`config.mk`:
```
export PLATFORM = sky130hd
export DESIGN_NAME = coa_simple
export DESIGN_NICKNAME = d
export VERILOG_FILES = /design/src/design/coa_pkg.sv /design/src/design/coa_simple.sv
export SDC_FILE = /design/constraint.sdc
export NUM_CORES = 2
export LEC_CHECK = 0
export BUFFER_PORTS_ARGS = -buffer_cell sky130_fd_sc_hd__buf_2
export CAP_MARGIN = 20
export CORE_MARGIN = 3
export CORE_UTILIZATION = 40
export DETAILED_ROUTE_END_ITERATION = 16
export PLACE_DENSITY = 0.58
export SYNTH_ARGS = -nofsm -noshare
export SYNTH_HDL_FRONTEND = slang
export SYNTH_SLANG_ARGS = --single-unit
```
`constraint.sdc`:
```
create_clock -name vclk -period 13.35
set_clock_uncertainty 0.2 [all_clocks]
set_input_delay 1.335 -clock vclk [all_inputs]
set_output_delay 1.335 -clock vclk [all_outputs]
set_load 0.02 [all_outputs]
```
`src/design/coa_pkg.sv`:
```
// Shared types and codes for the pipelined integer ALU.
// Used by coa_simple, coa_div and comb_op_alu; depends on nothing.
package coa_pkg;

	localparam int W = 32;

	typedef logic [W-1:0] word_t;

	typedef enum logic [3:0] {
		OP_ADD    = 4'd0,
		OP_SUB    = 4'd1,
		OP_MUL    = 4'd2,
		OP_AND    = 4'd3,
		OP_OR     = 4'd4,
		OP_XOR    = 4'd5,
		OP_DIVU   = 4'd6,
		OP_DIVS   = 4'd7,
		OP_MODU   = 4'd8,
		OP_MODS   = 4'd9,
		OP_SHL    = 4'd10,
		OP_SHRU   = 4'd11,
		OP_SHRS   = 4'd12,
		OP_CMP    = 4'd13,
		OP_MUX    = 4'd14,
		OP_PARITY = 4'd15
	} op_t;

	typedef enum logic [3:0] {
		PRED_EQ  = 4'd0,
		PRED_NE  = 4'd1,
		PRED_SLT = 4'd2,
		PRED_SLE = 4'd3,
		PRED_SGT = 4'd4,
		PRED_SGE = 4'd5,
		PRED_ULT = 4'd6,
		PRED_ULE = 4'd7,
		PRED_UGT = 4'd8,
		PRED_UGE = 4'd9
	} pred_t;

	// Side information that rides along with an item through the divider.
	typedef struct packed {
		op_t   op;
		logic  neg_q;
		logic  neg_r;
		logic  b_zero;
		word_t simple;
	} tag_t;

endpackage

```
`src/design/coa_simple.sv`:
```
// Combinational operations of the ALU: arithmetic, logic, shifts, compare, mux, parity.
// Depends on coa_pkg.
module coa_simple (
	input  logic [3:0]     op,
	input  logic [3:0]     cmp_predicate,
	input  coa_pkg::word_t a,
	input  coa_pkg::word_t b,
	input  coa_pkg::word_t c,
	output coa_pkg::word_t y
);
	import coa_pkg::*;

	logic              long_sh;
	logic [4:0]        sra_amt;
	logic              cmp_bit;

	assign long_sh = |b[W-1:5];
	assign sra_amt = long_sh ? 5'd31 : b[4:0];

	always_comb begin
		case (pred_t'(cmp_predicate))
			PRED_EQ:  cmp_bit = (a == b);
			PRED_NE:  cmp_bit = (a != b);
			PRED_SLT: cmp_bit = ($signed(a) < $signed(b));
			PRED_SLE: cmp_bit = ($signed(a) <= $signed(b));
			PRED_SGT: cmp_bit = ($signed(a) > $signed(b));
			PRED_SGE: cmp_bit = ($signed(a) >= $signed(b));
			PRED_ULT: cmp_bit = (a < b);
			PRED_ULE: cmp_bit = (a <= b);
			PRED_UGT: cmp_bit = (a > b);
			PRED_UGE: cmp_bit = (a >= b);
			default:  cmp_bit = 1'b0;
		endcase
	end

	always_comb begin
		case (op_t'(op))
			OP_ADD:    y = a + b;
			OP_SUB:    y = a - b;
			OP_MUL:    y = a * b;
			OP_AND:    y = a & b;
			OP_OR:     y = a | b;
			OP_XOR:    y = a ^ b;
			OP_SHL:    y = long_sh ? '0 : (a << b[4:0]);
			OP_SHRU:   y = long_sh ? '0 : (a >> b[4:0]);
			OP_SHRS:   y = word_t'($signed(a) >>> sra_amt);
			OP_CMP:    y = {{(W-1){1'b0}}, cmp_bit};
			OP_MUX:    y = (|a) ? b : c;
			OP_PARITY: y = {{(W-1){1'b0}}, ^a};
			default:   y = '0;
		endcase
	end

endmodule

```
==> out/qor.yml <==
status: "completed"
gp_congestion: 1.10
yosysSeqAreaShare_pct: 0
synth_top_cell_by_area: "fa_1"
remaining_drc_errors: 0
post_cts_resized: 0
yosys_warnings: 0
syn_to_final_growth_pct: 5.18
critPathRequiredTime_ns: 11.81
initial_core_util_pct: 40.8
final.period_utilization_pct: 83.5
hpwl_mm: 100
worstPathMaxFanout: 21
yosys.cell_types.count: 82
antenna_found_initial: 6
initialDrtViolationCount: 3787
final_common_cell: "nor2_1"
sequential_cell_total: 0
mostFrequentLayoutCells: "nor2_1, inv_1, fa_1"
grt_max_degree: 56
worstSetupEndpointType: "primary output"
num-nets-final: 4078
dieArea_um2: 67900
viasPerCell: 6.37
slew_headroom_pct: 16.5
post_dp_cell_area_um2: 27300
crit_arrival_ns: 9.61
min_period_ns: 11.14
dr_total_vias: 26600
tightest_slew_ns: 1.25
start_kind: "input port"
postRouteWirelength_mm: 130
hp-class: "input port to primary output"
fmax_mhz: 89.7
rows: 92
cap_violations: 0
wire_per_inst_um: 31.2
crit_type: "input port to primary output"
hold_slack_ns: 2.97
grt_pass1_vias: 25800
final_cell_area_um2: 27300
grt-ovfl-total: 0
grt_pass1_wl_mm: 186
slew_violations: 0
final-hold-violation-count: 0
core_region_area_um2: 63700
grt_setup_unrepaired: "false"
postCtsHoldBufs: 0
io_pins: 136
syn_area_um2: 25900
register_area_um2: 0
firstDrtPassIters: 6
avgSynthCellArea_um2: 7.73
cts_setup_buffers: 0
drive_above_1_share_pct: 8.54
tns_ns: 0
die_width_um: 261
syn_nets: 4104
clkbuf_count: 0
finish.utilization_pct: 42.9
io_buffers: 136
drtAntennaViolNets: 0
grtUsageTotal_pct: 38.0
die_y_um: 261
synthTopCellsByArea: "fa_1, ha_1, nor2_1"
syn_inst: 3354
netlist.area_leader.share_pct: 31.6
setup_viol: 0
==> metal layers <==
metal,share of wire [%],track usage (%),vias to the layer above
met5,0.017,0,-
met4,6.1,17.5,4
met3,13,10.7,406
met2,41,55.4,1962
met1,39,52.1,13200
li1,-,-,11000
==> synthesized netlist by cell type, types with 12 or more instances <==
master      n
ha_1      236
nand4_1    15
fa_1      410
nand2_1   315
o22ai_1    29
nand2b_1   33
a21oi_1   161
clkinv_1   12
inv_1     455
nor3_1     50
mux2i_1   166
a31oi_1    16
mux4_2     24
a221o_1    12
o221ai_1   32
nor2_1    505
buf_1      32
o21ai_0   145
a22oi_1    23
xor2_1     18
xnor2_1    88
nand3_1    33
a21o_1     33
o21bai_1   16
buf_2      26
or3_1      14
a211oi_1   39
clkbuf_1  162
o211ai_1   34
nor4_1     18
nor2b_1    13
a221oi_1   35
==> final timing paths <==
check	start	end	slack, ns	depth (start not counted)
worst min-delay path	cmp_predicate[3]	y[0]	2.97	4
worst max-delay path	b[4]	y[29]	2.21	27
==> through the flow <==
stage	cells	worst slack (ns)
finish	4176	2.21
global route	4172	2.05
CTS	4171	2.47
detailed placement	4171	2.53
global placement	4171	2.51
floorplan	3354	2.95
==> cell type report <==
class	instances	area, µm²
diodes	4	10.0
repair buffers	205	1210
inverters	471	1770
well taps	846	1060
multi-input cells	2650	23200
fillers	6672	36400
==> cells by family (layout without fill, tap and decap cells) <==
kind of cell,after synthesis,after routing,synth area share [%]
other cells,0,4,0
xor+xnor,106,106,3.58
mux,201,201,8.97
compound gates,653,653,16.5
fa+ha+maj,646,646,43.0
buf+inv,704,676,10.7
simple gates,1044,1044,17.3
==> critical path, cell delays in order <==
cell and delay [ns]:
buf_2 0.08, buf_4 0.34, clkinv_1 0.38, buf_4 0.36, nor2_1 0.17, fa_1 0.46, fa_1 0.48, fa_1 0.53
fa_1 0.56, ha_1 0.23, ha_1 0.27, inv_1 0.05, fa_1 0.49, inv_1 0.05, fa_1 0.45, ha_1 0.37
o21ai_0 0.15, a2111oi_0 0.41, o31ai_1 0.16, a31oi_1 0.44, nand3b_1 0.23, a21oi_1 0.50, a21oi_1 0.13, a31oi_1 0.40
and3_1 0.23, o21ai_0 0.11, buf_2 0.19
